<file path="src/hdl/wfsc_pkg.sv">
// Package of the wall following steering controller: constants, types, register indices.
// No dependencies.
package wfsc_pkg;
	localparam int unsigned SamplesPerUpdate = 16;
	localparam int unsigned CntW = $clog2(SamplesPerUpdate);
	localparam int unsigned SumW = 16 + CntW;

	localparam logic [2:0] REG_PROP  = 3'd0;
	localparam logic [2:0] REG_INTEG = 3'd1;
	localparam logic [2:0] REG_DERIV = 3'd2;
	localparam logic [2:0] REG_SCALE = 3'd3;
	localparam logic [2:0] REG_MARGIN = 3'd4;

	typedef struct packed {
		logic        start;
		logic [31:0] dividend;
		logic [31:0] divisor;
	} div_req_t;

	typedef struct packed {
		logic        done;
		logic [31:0] quotient;
	} div_rsp_t;
endpackage

</file>
<file path="src/hdl/wfsc_stream_if.sv">
// Valid/ready channel interfaces of the steering controller.
// Depends on nothing.
interface wfsc_in_if;
	logic        valid;
	logic        ready;
	logic [15:0] front_right_mm;
	logic [15:0] front_left_mm;
	logic [15:0] center_mm;
	logic [15:0] side_right_mm;
	logic [15:0] side_left_mm;
	logic [31:0] now_ms;
	modport source (output valid, front_right_mm, front_left_mm, center_mm,
		side_right_mm, side_left_mm, now_ms, input ready);
	modport sink (input valid, front_right_mm, front_left_mm, center_mm,
		side_right_mm, side_left_mm, now_ms, output ready);
endinterface

interface wfsc_out_if;
	logic        valid;
	logic        ready;
	logic [11:0] steer_cmd;
	logic signed [11:0] diff_cmd;
	logic [15:0] speed_cmd;
	modport source (output valid, steer_cmd, diff_cmd, speed_cmd, input ready);
	modport sink (input valid, steer_cmd, diff_cmd, speed_cmd, output ready);
endinterface

</file>
<file path="src/hdl/wfsc_divider.sv">
// Signed 32-bit restoring divider, one quotient bit per cycle, truncating.
// Depends on wfsc_pkg.
module wfsc_divider
	import wfsc_pkg::*;
(
	input  logic     clk,
	input  logic     arst_n,
	input  div_req_t req,
	output div_rsp_t rsp
);
	logic        busy_q;
	logic [5:0]  cnt_q;
	logic [31:0] quo_q;
	logic [32:0] rem_q;
	logic [31:0] den_q;
	logic        neg_q;
	logic        zero_q;
	logic        done_q;
	logic [31:0] quo_res;
	logic [32:0] trial;
	logic [31:0] a_abs, b_abs;

	assign a_abs = req.dividend[31] ? (32'd0 - req.dividend) : req.dividend;
	assign b_abs = req.divisor[31] ? (32'd0 - req.divisor) : req.divisor;
	assign trial = {rem_q[31:0], quo_q[31]} - {1'b0, den_q};
	assign rsp = {done_q, quo_res};

	always_ff @(posedge clk or negedge arst_n) begin
		if (!arst_n) begin
			busy_q <= 1'b0;
			cnt_q <= '0;
			done_q <= 1'b0;
		end else begin
			done_q <= 1'b0;
			if (req.start) begin
				busy_q <= 1'b1;
				cnt_q <= 6'd32;
			end else if (busy_q) begin
				cnt_q <= cnt_q - 6'd1;
				if (cnt_q == 6'd1) begin
					busy_q <= 1'b0;
					done_q <= 1'b1;
				end
			end
		end
	end

	always_ff @(posedge clk) begin
		if (req.start) begin
			quo_q <= a_abs;
			rem_q <= '0;
			den_q <= b_abs;
			neg_q <= req.dividend[31] ^ req.divisor[31];
			zero_q <= (req.divisor == 32'd0);
		end else if (busy_q) begin
			if (!trial[32]) begin
				rem_q <= trial;
				quo_q <= {quo_q[30:0], 1'b1};
			end else begin
				rem_q <= {rem_q[31:0], quo_q[31]};
				quo_q <= {quo_q[30:0], 1'b0};
			end
		end
	end

	always_comb begin
		if (zero_q) quo_res = '0;
		else if (neg_q) quo_res = 32'd0 - quo_q;
		else quo_res = quo_q;
	end
endmodule

</file>
<file path="src/hdl/wall_following_steering_controller.sv">
// Wall following steering controller: accumulates 16 items, then updates once.
// Non-final items are taken one per cycle while no result waits for transfer. The
// final item of a group starts an update that runs six divides on the shared
// divider in PID mode and none in corner mode, then raises the result valid.
// Input is held off from the final item until its result transfer.
// Reset clears counts, sums, PID state and restores register defaults.
module wall_following_steering_controller
	import wfsc_pkg::*;
(
	input  logic        clk,
	input  logic        arst_n,
	input  logic        cfg_we,
	input  logic [2:0]  cfg_index,
	input  logic [15:0] cfg_data,
	wfsc_in_if.sink     in_ch,
	wfsc_out_if.source  out_ch
);
	// The sequencer walks through the steps below; every division by a variable
	// goes through the single shared divider, the fixed divisions of the linear
	// maps reduce to a multiply and a shift, and one multiply runs per step with a
	// register after each.
	typedef enum logic [9:0] {
		ST_IDLE  = 10'b0000000001,
		ST_SETUP = 10'b0000000010,
		ST_MUL   = 10'b0000000100,
		ST_DIV   = 10'b0000001000,
		ST_WAIT  = 10'b0000010000,
		ST_POST  = 10'b0000100000,
		ST_CLAMP = 10'b0001000000,
		ST_OUT   = 10'b0010000000,
		ST_SPARE1 = 10'b0100000000,
		ST_SPARE2 = 10'b1000000000
	} state_t;

	state_t state_q;
	logic [3:0] step_q;
	logic signed [15:0] kp_q, ki_q, kd_q;
	logic [15:0] scale_q, margin_q;
	logic [CntW-1:0] count_q;
	logic [SumW-1:0] sum_q [5];
	logic signed [31:0] integ_q, lerr_q, ltime_q;
	logic signed [31:0] avg_q [5];
	logic signed [31:0] dt_q, sc_q, err_q, acc_q, tmp_q, p_q, steer_q, diff_q, speed_q;
	logic signed [31:0] mul_a, mul_b, mul_r, div_a, div_b;
	logic signed [31:0] cdiv_r;
	div_req_t dreq;
	div_rsp_t drsp;
	logic [11:0] steer_o_q, diff_o_q;
	logic [15:0] speed_o_q;
	logic        ovalid_q;
	logic        acc_in;

	wfsc_divider u_div (.clk(clk), .arst_n(arst_n), .req(dreq), .rsp(drsp));

	assign acc_in = in_ch.valid && in_ch.ready;
	assign in_ch.ready = (state_q == ST_IDLE) && !ovalid_q;
	assign out_ch.valid = ovalid_q;
	assign out_ch.steer_cmd = steer_o_q;
	assign out_ch.diff_cmd = diff_o_q;
	assign out_ch.speed_cmd = speed_o_q;
	assign mul_r = mul_a * mul_b;

	// Fixed divisions: 1000/400 and 3000/400 become times 5 and 15 halved toward
	// zero, and 6000/8000 becomes times 3 shifted by two (the center is never negative).
	assign cdiv_r = (step_q == 4'd8) ? (mul_r >>> 2) :
		($signed(mul_r + {31'd0, mul_r[31]}) >>> 1);

	// Step plan. Corner: 0 steer, 1 diff, 8 speed, each without the divider.
	// PID: 2 p, 3 integral increment, 4 i, 5 to 7 derivative (two divides, then kd),
	// then 8 speed.
	always_comb begin
		mul_a = '0; mul_b = '0; div_a = tmp_q; div_b = sc_q;
		case (step_q)
			4'd0: begin mul_a = acc_q; mul_b = 32'sd5; end
			4'd1: begin mul_a = acc_q; mul_b = 32'sd15; end
			4'd2: begin mul_a = 32'(kp_q); mul_b = err_q; end
			4'd3: begin mul_a = err_q; mul_b = dt_q; end
			4'd4: begin mul_a = 32'(ki_q); mul_b = integ_q; end
			4'd5: begin mul_a = err_q - lerr_q; mul_b = 32'sd1; div_b = dt_q; end
			4'd6: begin mul_a = tmp_q; mul_b = 32'sd1; end
			4'd7: begin mul_a = 32'(kd_q); mul_b = tmp_q; end
			4'd8: begin mul_a = avg_q[2]; mul_b = 32'sd3; end
			default: ;
		endcase
	end

	assign dreq.start = (state_q == ST_DIV);
	assign dreq.dividend = div_a;
	assign dreq.divisor = div_b;

	always_ff @(posedge clk or negedge arst_n) begin
		if (!arst_n) begin
			state_q <= ST_IDLE;
			step_q <= '0;
			kp_q <= 16'sd50; ki_q <= 16'sd0; kd_q <= 16'sd200;
			scale_q <= 16'd100; margin_q <= 16'd1000;
			count_q <= '0;
			for (int k = 0; k < 5; k++) sum_q[k] <= '0;
			integ_q <= '0; lerr_q <= '0; ltime_q <= '0;
			ovalid_q <= 1'b0;
		end else begin
			if (cfg_we) begin
				case (cfg_index)
					REG_PROP:   kp_q <= cfg_data;
					REG_INTEG:  ki_q <= cfg_data;
					REG_DERIV:  kd_q <= cfg_data;
					REG_SCALE:  scale_q <= cfg_data;
					REG_MARGIN: margin_q <= cfg_data;
					default: ;
				endcase
			end
			if (out_ch.valid && out_ch.ready) ovalid_q <= 1'b0;
			case (state_q)
				ST_IDLE: begin
					if (acc_in) begin
						if (count_q == CntW'(SamplesPerUpdate - 1)) begin
							count_q <= '0;
							avg_q[0] <= 32'(({16'd0, sum_q[0]} + in_ch.front_right_mm) >> 4);
							avg_q[1] <= 32'(({16'd0, sum_q[1]} + in_ch.front_left_mm) >> 4);
							avg_q[2] <= 32'(({16'd0, sum_q[2]} + in_ch.center_mm) >> 4);
							avg_q[3] <= 32'(({16'd0, sum_q[3]} + in_ch.side_right_mm) >> 4);
							avg_q[4] <= 32'(({16'd0, sum_q[4]} + in_ch.side_left_mm) >> 4);
							for (int k = 0; k < 5; k++) sum_q[k] <= '0;
							dt_q <= (in_ch.now_ms - ltime_q == 32'd0) ? 32'sd1 :
								in_ch.now_ms - ltime_q;
							ltime_q <= in_ch.now_ms;
							sc_q <= (scale_q == 16'd0) ? 32'sd1 : {16'd0, scale_q};
							state_q <= ST_SETUP;
						end else begin
							count_q <= count_q + 1'b1;
							sum_q[0] <= sum_q[0] + in_ch.front_right_mm;
							sum_q[1] <= sum_q[1] + in_ch.front_left_mm;
							sum_q[2] <= sum_q[2] + in_ch.center_mm;
							sum_q[3] <= sum_q[3] + in_ch.side_right_mm;
							sum_q[4] <= sum_q[4] + in_ch.side_left_mm;
						end
					end
				end
				ST_SETUP: begin
					// Offset front difference for the linear maps (x - in_lo).
					acc_q <= avg_q[0] - avg_q[1] + 32'sd200;
					err_q <= avg_q[3] - avg_q[4];
					if (avg_q[2] < {16'd0, margin_q}) begin
						step_q <= 4'd0; integ_q <= '0;
					end else step_q <= 4'd2;
					state_q <= ST_MUL;
				end
				ST_MUL: begin
					if (step_q inside {4'd0, 4'd1, 4'd8}) begin
						tmp_q <= cdiv_r;
						state_q <= ST_POST;
					end else begin
						tmp_q <= mul_r;
						state_q <= ST_DIV;
					end
				end
				ST_DIV: state_q <= ST_WAIT;
				ST_WAIT: if (drsp.done) begin
					tmp_q <= drsp.quotient;
					state_q <= ST_POST;
				end
				ST_POST: begin
					state_q <= (step_q >= 4'd8) ? ST_CLAMP : ST_MUL;
					case (step_q)
						4'd0: begin steer_q <= tmp_q + 32'sd2450; step_q <= 4'd1; end
						4'd1: begin diff_q <= tmp_q - 32'sd1500; step_q <= 4'd8; end
						4'd2: begin p_q <= tmp_q; step_q <= 4'd3; end
						4'd3: begin integ_q <= integ_q + tmp_q; step_q <= 4'd4; end
						4'd4: begin p_q <= p_q + tmp_q; step_q <= 4'd5; end
						4'd5: step_q <= 4'd6;
						4'd6: step_q <= 4'd7;
						4'd7: begin
							steer_q <= 32'sd2900 + p_q + tmp_q;
							diff_q <= p_q + tmp_q;
							lerr_q <= err_q;
							step_q <= 4'd8;
						end
						4'd8: speed_q <= tmp_q + 32'sd4000;
						default: ;
					endcase
				end
				ST_CLAMP: begin
					steer_o_q <= (steer_q < 32'sd2450) ? 12'd2450 :
						(steer_q > 32'sd3450) ? 12'd3450 : steer_q[11:0];
					diff_o_q <= (diff_q < -32'sd1500) ? 12'(-1500) :
						(diff_q > 32'sd1500) ? 12'd1500 : diff_q[11:0];
					speed_o_q <= speed_q[15:0];
					state_q <= ST_OUT;
				end
				ST_OUT: begin ovalid_q <= 1'b1; state_q <= ST_IDLE; end
				default: state_q <= ST_IDLE;
			endcase
		end
	end
endmodule

</file>
<file path="src/flat_wrapper.sv">
// flat-port wrapper written by rule: the top's interface ports become plain ports
module wall_following_steering_controller_flat import wfsc_pkg::*;
  (clk, arst_n, cfg_we, cfg_index, cfg_data, in_ch_valid, in_ch_front_right_mm, in_ch_front_left_mm, in_ch_center_mm, in_ch_side_right_mm, in_ch_side_left_mm, in_ch_now_ms, in_ch_ready, out_ch_valid, out_ch_steer_cmd, out_ch_diff_cmd, out_ch_speed_cmd, out_ch_ready);
  wfsc_in_if in_ch_i ();
  wfsc_out_if out_ch_i ();
  input  logic clk;
  input  logic arst_n;
  input  logic cfg_we;
  input  logic [2:0] cfg_index;
  input  logic [15:0] cfg_data;
  input wire logic [$bits(in_ch_i.valid)-1:0] in_ch_valid;
  input wire logic [$bits(in_ch_i.front_right_mm)-1:0] in_ch_front_right_mm;
  input wire logic [$bits(in_ch_i.front_left_mm)-1:0] in_ch_front_left_mm;
  input wire logic [$bits(in_ch_i.center_mm)-1:0] in_ch_center_mm;
  input wire logic [$bits(in_ch_i.side_right_mm)-1:0] in_ch_side_right_mm;
  input wire logic [$bits(in_ch_i.side_left_mm)-1:0] in_ch_side_left_mm;
  input wire logic [$bits(in_ch_i.now_ms)-1:0] in_ch_now_ms;
  output wire logic [$bits(in_ch_i.ready)-1:0] in_ch_ready;
  output wire logic [$bits(out_ch_i.valid)-1:0] out_ch_valid;
  output wire logic [$bits(out_ch_i.steer_cmd)-1:0] out_ch_steer_cmd;
  output wire logic [$bits(out_ch_i.diff_cmd)-1:0] out_ch_diff_cmd;
  output wire logic [$bits(out_ch_i.speed_cmd)-1:0] out_ch_speed_cmd;
  input wire logic [$bits(out_ch_i.ready)-1:0] out_ch_ready;
  assign in_ch_i.valid = in_ch_valid;
  assign in_ch_i.front_right_mm = in_ch_front_right_mm;
  assign in_ch_i.front_left_mm = in_ch_front_left_mm;
  assign in_ch_i.center_mm = in_ch_center_mm;
  assign in_ch_i.side_right_mm = in_ch_side_right_mm;
  assign in_ch_i.side_left_mm = in_ch_side_left_mm;
  assign in_ch_i.now_ms = in_ch_now_ms;
  assign in_ch_ready = in_ch_i.ready;
  assign out_ch_valid = out_ch_i.valid;
  assign out_ch_steer_cmd = out_ch_i.steer_cmd;
  assign out_ch_diff_cmd = out_ch_i.diff_cmd;
  assign out_ch_speed_cmd = out_ch_i.speed_cmd;
  assign out_ch_i.ready = out_ch_ready;
  wall_following_steering_controller u_core (.clk(clk), .arst_n(arst_n), .cfg_we(cfg_we), .cfg_index(cfg_index), .cfg_data(cfg_data), .in_ch(in_ch_i), .out_ch(out_ch_i));
endmodule
</file>
<file path="config.mk">
export PLATFORM = sky130hd
export DESIGN_NAME = wall_following_steering_controller_flat
export DESIGN_NICKNAME = d
export VERILOG_FILES = /design/src/hdl/wfsc_pkg.sv /design/src/hdl/wfsc_stream_if.sv /design/src/hdl/wfsc_divider.sv /design/src/hdl/wall_following_steering_controller.sv /design/src/flat_wrapper.sv
export SDC_FILE = /design/constraint.sdc
export NUM_CORES = 2
export LEC_CHECK = 0
export BUFFER_PORTS_ARGS = -buffer_cell sky130_fd_sc_hd__buf_4
export CORE_MARGIN = 1
export CORE_UTILIZATION = 59
export CTS_CLUSTER_SIZE = 40
export DETAILED_ROUTE_END_ITERATION = 8
export PLACE_DENSITY = 0.75
export SLEW_MARGIN = 5
export SYNTH_ARGS = -nofsm -noshare
export SYNTH_HDL_FRONTEND = slang
export SYNTH_HIERARCHICAL = 1
export SYNTH_SLANG_ARGS = --single-unit
</file>
<file path="constraint.sdc">
create_clock -name clk -period 12.33 [get_ports clk]
set_input_delay 2.466 -clock clk [delete_from_list [all_inputs] [get_ports clk]]
set_output_delay 2.466 -clock clk [all_outputs]
set_load 0.05 [all_outputs]
</file>
* Yosys cells after proc, flatten, opt, wreduce, memory -nomap -nowiden *
Memories as Yosys holds them, arrays and structs flattened.
Cells that the tools add are included.

storage, ports and cells
  output and inout port bits = 42
  register bits = 713
  memories = 1
  logic and storage cells = 197
  input bits = 136
  memory bits (writable) = 85

memories
  memory        depth  width  read ports  clocked after memory_dff  write ports  RTL line                                  source
  u_core.avg_q  5      17     5           0                         5            wall_following_steering_controller.sv:42  logic signed [31:0] avg_q [5];

operators by class
  $add $sub $neg = 29
  multiplexer cells = 48
  $mul = 1
  reduce and logical (&&, ||, !) cells = 42
  equality and inequality tests = 28
  $lt $le $gt $ge = 6
  bitwise gates (word level) = 1

operators with widths
  cell                      number
  $pmux W32 S8              2
  $mux W32                  12
  $pmux W32 S2              5
  $sub A32 B32 Y32          4
  $add A20 B16 Y21          5
  $add A20 B16 Y20          5
  $mux W100                 1
  $add A32 B32 Y32          3
  $sub A1 B32 Y32 const A   3
  $pmux W10 S7              1
  $logic_not A32 Y1         2
  $sub A33 B32 Y33          1
  $add A13 B32 Y32 const A  1
  $add A32 B1 Y32           1
  $add A32 B13 Y32 const B  1
  $add A32 B9 Y32 const B   1
  $gt A32 B12 Y1 const B    1
  $gt A32 B13 Y1 const B    1
  $lt A32 B12 Y1 const B    1
  $lt A32 B13 Y1 const B    1
  $lt A32 B16 Y1            1
  $mul A32 B32 Y32          1
  $sub A32 B12 Y32 const B  1
  $mux W31                  1
  45 further kinds          99

* Logic depth before layout (Yosys ltp) *
  depth after elaboration = 8
  mapped depth = 54
  gate-level depth less buffers = 53

* Cells and area by module *
The synthesis kept the hierarchy.

by module, submodules not included
  module                              instances  area an instance (um2)  cells each  seq. area each (um2)
  wall_following_steering_controller  1          57,936.8                6,058       18,793.0
  wfsc_divider                        1          7,871.3                 937         2,822.7

* Worst setup path after synthesis *
OpenSTA, ideal clock, no wires.

  path kind = reg-to-reg
  from = reg u_core.err_q[0]
  to = reg u_core.tmp_q[21] (netlist: u_core/div_a[21]), data pin
  path slack = 0.135 ns
  library setup time = 0.267 ns
  required time = 12.063 ns
  buffers on the path = 0
  stages on the path, launching flop included = 50
  clock period less this slack = 12.195 ns
  arrival time = 11.927 ns
  cells stage by stage = edfxtp_1 -> inv_1 -> ha_1 -> fa_1 -> nor2b_1 -> o31a_1 -> o2bb2ai_1 -> o211ai_1 -> a31oi_1 -> o31ai_1 -> a221oi_1 -> o21bai_1 -> a21o_1 -> a21o_1 -> xor2_1 -> a21oi_1 -> or2_2 -> fa_1 -> [... 14 more ...] -> xnor3_1 -> xnor2_1 -> xnor3_1 -> xnor3_1 -> xnor2_1 -> xnor3_1 -> xnor2_1 -> xnor2_1 -> xnor3_2 -> nor3_1 -> ha_1 -> nand2_1 -> nor4_1 -> and4_1 -> o21ai_0 -> a21o_1 -> o21ai_0 -> o21ai_0

on the way
  cells in the longest elaborated chain, start to end = 7
  elaborated cells between the ends (all ways) = 8
  classes of those cells = add/sub: 2; mul: 1; mux: 5

ends and longest elaborated chain
  what                    RTL line                                   source
  start, declared         wall_following_steering_controller.sv:43   logic signed [31:0] dt_q, sc_q, err_q, acc_q, tmp_q, p_q, steer_q, diff_q, speed_q;
  start signal, assigned  wall_following_steering_controller.sv:142  err_q <= avg_q[3] - avg_q[4];
  $sub A32 B32 Y32        wall_following_steering_controller.sv:79   4'd5: begin mul_a = err_q - lerr_q; mul_b = 32'sd1; div_b = dt_q; end
  $pmux W32 S8            wall_following_steering_controller.sv:73   case (step_q)
  $mul A32 B32 Y32 *      wall_following_steering_controller.sv:61   assign mul_r = mul_a * mul_b;
  $add A32 B1 Y32         wall_following_steering_controller.sv:66   ($signed(mul_r + {31'd0, mul_r[31]}) >>> 1);
  $mux W32                wall_following_steering_controller.sv:65   assign cdiv_r = (step_q == 4'd8) ? (mul_r >>> 2) :
  $mux W32 *              wall_following_steering_controller.sv:149  if (step_q inside {4'd0, 4'd1, 4'd8}) begin
  $pmux W32 S2 *          wall_following_steering_controller.sv:113  case (state_q)
  end signal, assigned    wall_following_steering_controller.sv:150  tmp_q <= cdiv_r;
  end signal, assigned    wall_following_steering_controller.sv:153  tmp_q <= mul_r;
  end signal, assigned    wall_following_steering_controller.sv:159  tmp_q <= drsp.quotient;
  end, declared           wall_following_steering_controller.sv:43

Mark *: on every way between the ends. The rest lies on a longest branch, timed or not.
A chain may end at the register's enable or synchronous reset.

* Final worst setup path *
  from = reg u_core.err_q[0]
  to = reg u_core.tmp_q[29] (netlist: u_core/div_a[29]), data pin

Same word-level chain as after synthesis.

==> flow_summary_export.csv <==
group,metric,value,unit
run_status,status,"complete, but fails checks",
run_status,violations,"design-rule violations",
finish,drive_gt1_frac,0.111,
global_route,grt_overflow,0,
clock_tree,cts_buffers,84,
power_and_ir_drop,power,0.0145,W
worst_setup_path,critPathSlowestCell,"fa_1",
yosys,synth-async-reset-ratio,0.386,
min_path,hold_path.class,"flop to flop",
worst_setup_path,worst_path_largest_cell_delay,0.54,ns
clock_tree,cts.path.max_buffers,3,
yosys,seq_area_frac_synth,0.328,
worst_setup_path,path_class,"flop to flop",
yosys,avgSynthCellArea,9.41,sq um
floorplan,die_area,113000,sq um
clock_tree,cts.hold.buffers_added,0,
finish,area_growth,10.9,%
worst_setup_path,worstSetupEndpointType,"flop",
yosys,yosysWarnings,6,
clock_tree,htreeDepth,3,
power_and_ir_drop,p_leak,32.6,nW
worst_setup_path,worst_ep_required_time,12.73,ns
global_route,track_usage,0.354,
clock_tree,insertion_delay,0.67,ns
flow_run,cap_viol_max_count,0,
yosys,synth_edf_count,447,
timing,fin_worst_skew,0.0195,ns
global_route,grt_start_max_net_pins,161,
timing,setup_viol,0,
yosys,syn_nets,8074,
timing,finalHoldViolations,0,
detailed_routing,detail_route.iter0.violations,5413,
place,finalWeightedCongestion,1.03,
finish,layout.nets,8281,
floorplan,core,111000,sq um
floorplan,fp.dieW,336,um
detailed_routing,drt-total-wl,199,mm
timing,slew_headroom,0.133,
timing,post-route-min-period,11.90,ns
finish,mostFrequentLayoutCell,"inv_1",
yosys,syn-instance-count,6995,
clock_tree,clkSinkCount,780,
yosys,netlist_area,65800,sq um
detailed_routing,viasPerCell,6.01,
worst_setup_path,crit_top_cell,"fa_1",
global_route,grt_first_pass_wirelength,305,mm
yosys,synth_cell_type_count,104,
worst_setup_path,critPathArrivalTime,12.31,ns
timing,tightest_slew,1.30,ns
detailed_routing,vias,52700,
power_and_ir_drop,ir_drop,0.300,mV
clock_tree,path_clk_slew,0.06,ns
yosys,ys_seq_elements,780,
detailed_routing,wl_per_cell,22.7,um
detailed_routing,drt_drc_violations_left,3,
finish,layout_common_cells,"821 x inv_1, 734 x nand2_1, 674 x nor2_1",
clock_tree,cts_root_buf,"clkbuf_16",
detailed_routing,drtPass1Iterations,9,
timing,report.final.slew_viol_count,0,
power_and_ir_drop,power_density,199,nW/um^2
worst_setup_path,cp_max_fo,9,
detailed_routing,ant_nets,0,
global_route,grt_pass1_vias,52100,
yosys,synth_ff_type,"edfxtp_1",
timing,finalCritPeriodShare,0.965,
floorplan,rows,122,
floorplan,start_util,0.595,
worst_setup_path,start_kind,"flop",
global_route,antenna_found_initial,3,
timing,tns,0,ns
floorplan,ios,178,
timing,max_freq,0.0840,GHz
place,hpwl,153,mm
place,port_buffers,177,
clock_tree,cts_tree,"done",
floorplan,die_y,336,um
-- synth_stat cells, drive strengths merged, types with 46 or more instances --
cell / instances / area share
nand2: 740 / 0.042
a22oi: 64 / 0.0073
a21o: 118 / 0.013
nand2b: 95 / 0.0090
ha: 498 / 0.095
o21a: 97 / 0.011
o21bai: 60 / 0.0068
o21ai: 361 / 0.028
o31ai: 74 / 0.0084
nor3: 96 / 0.0073
inv: 825 / 0.047
clkbuf: 265 / 0.015
nor2: 685 / 0.039
fa: 445 / 0.14
mux2: 104 / 0.018
a22o: 65 / 0.0087
xnor2: 317 / 0.042
edfxtp: 447 / 0.20
xor2: 168 / 0.022
a21oi: 321 / 0.024
dfrtp: 285 / 0.11
nand3: 89 / 0.0070
and2: 58 / 0.0055
nor2b: 62 / 0.0059
or3: 46 / 0.0044
-- registers in the layout, summed over array words and instances (netlist names), 16 cells and up --
signal                   cells
u_core/acc_q                32
u_core/avg_q                85
u_core/diff_q               32
u_core/div_a                32
u_core/dt_q                 32
u_core/err_q                32
u_core/integ_q              32
u_core/kd_q                 16
u_core/ki_q                 16
u_core/kp_q                 16
u_core/lerr_q               32
u_core/ltime_q              32
u_core/margin_q             16
u_core/out_ch.speed_cmd     16
u_core/p_q                  32
u_core/sc_q                 16
u_core/scale_q              16
u_core/speed_q              16
u_core/steer_q              32
u_core/sum_q               100
u_core/u_div/den_q          32
u_core/u_div/quo_q          32
u_core/u_div/rem_q          32
-- per-layer routing --
metal,part of all wire,global-route usage
met1,0.40,0.472
met2,0.46,0.560
met3,0.094,0.0710
met4,0.049,0.160
met5,0,0
-- cell type report --
type	instances	area (sq um)
diodes	5	12.5
clock buffers	119	2390
clock inverters	37	473
fillers	8808	37700
inverters	827	3100
multi-input cells	5083	40300
flip-flops and latches	780	21600
well taps	1488	1860
repair buffers	426	3280
-- final timing paths --
| path | startpoint | end | slack (ns) | cells past startpoint |
|---|---|---|---|---|
| worst max register to register | u_core/err_q[0]$_DFFE_PP_ | u_core/div_a[29]$_DFFE_PP_ | 0.43 | 50 |
| worst min register to register | u_core/speed_q[5]$_DFFE_PP_ | u_core/out_ch.speed_cmd[5]$_DFFE_PP_ | 0.42 | 0 |
| max in group asynchronous | arst_n | u_core/sum_q[87]$_DFFE_PN0P_ | 8.14 | 3 |
| min in group asynchronous | arst_n | u_core/ltime_q[14]$_DFFE_PN0P_ | 1.81 | 1 |
| worst max-delay path | u_core/err_q[0]$_DFFE_PP_ | u_core/div_a[29]$_DFFE_PP_ | 0.43 | 50 |
| worst min-delay path | u_core/speed_q[5]$_DFFE_PP_ | u_core/out_ch.speed_cmd[5]$_DFFE_PP_ | 0.42 | 0 |
-- worst max-delay path, delay by kind of cell (launching register included) --
kind | cells | cell delay (ns)
flip-flops | 1 | 0.39
adder cells (fa/ha/maj) | 12 | 4.97
AO/OA/AOI/OAI | 14 | 3.25
XOR/XNOR | 5 | 1.00
AND/OR/NAND/NOR | 8 | 0.92
buffers and inverters | 11 | 1.09
-- timing repair --
item,CTS,global route
buffers inserted,0,8
setup endpoints to repair,19,31
pin swaps,3,56
gates resized for setup,4,52
-- per-stage QoR --
| stage | instances | setup WS (ns) | util | instance area, sq um | hold WS (ns) |
|---|---|---|---|---|---|
| 6_report | 8765 | 0.427 | 0.660 | 73000 | 0.418 |
| 5_1_grt | 8762 | -0.0172 | 0.660 | 73000 | 0.422 |
| 4_1_cts | 8754 | 0.0502 | 0.657 | 72700 | 0.420 |
| 3_5_place_dp | 8598 | -0.365 | 0.631 | 69900 | 0.405 |
| 3_3_place_gp | 8598 | -0.163 | 0.631 | 69900 | 0.405 |
| 2_1_floorplan | 6995 | 0.135 | - | 65800 | 0.400 |
-- power breakdown --
part	internal, W	switching (W)	leakage, nW
registers	0.00331	0.000189	7.98
logic	0.00338	0.00499	23.2
clock network	0.00152	0.00112	1.39
total	0.00821	0.00630	32.6
-- cell families (layout without fill, tap and decap cells) --
group / Yosys count / after routing / share of synthesized area
other: 1 / 6 / 0.0000570
and+or+nand+nor: 2070 / 2070 / 0.142
DFF: 780 / 780 / 0.328
adders and majority gates: 943 / 943 / 0.230
buffers and inverters: 1132 / 1409 / 0.0659
xor gates and xnor gates: 492 / 492 / 0.0670
AOI/OAI and AO/OA: 1454 / 1454 / 0.146
muxes: 123 / 123 / 0.0207
Note: power is estimated with default switching activity, not from simulation.
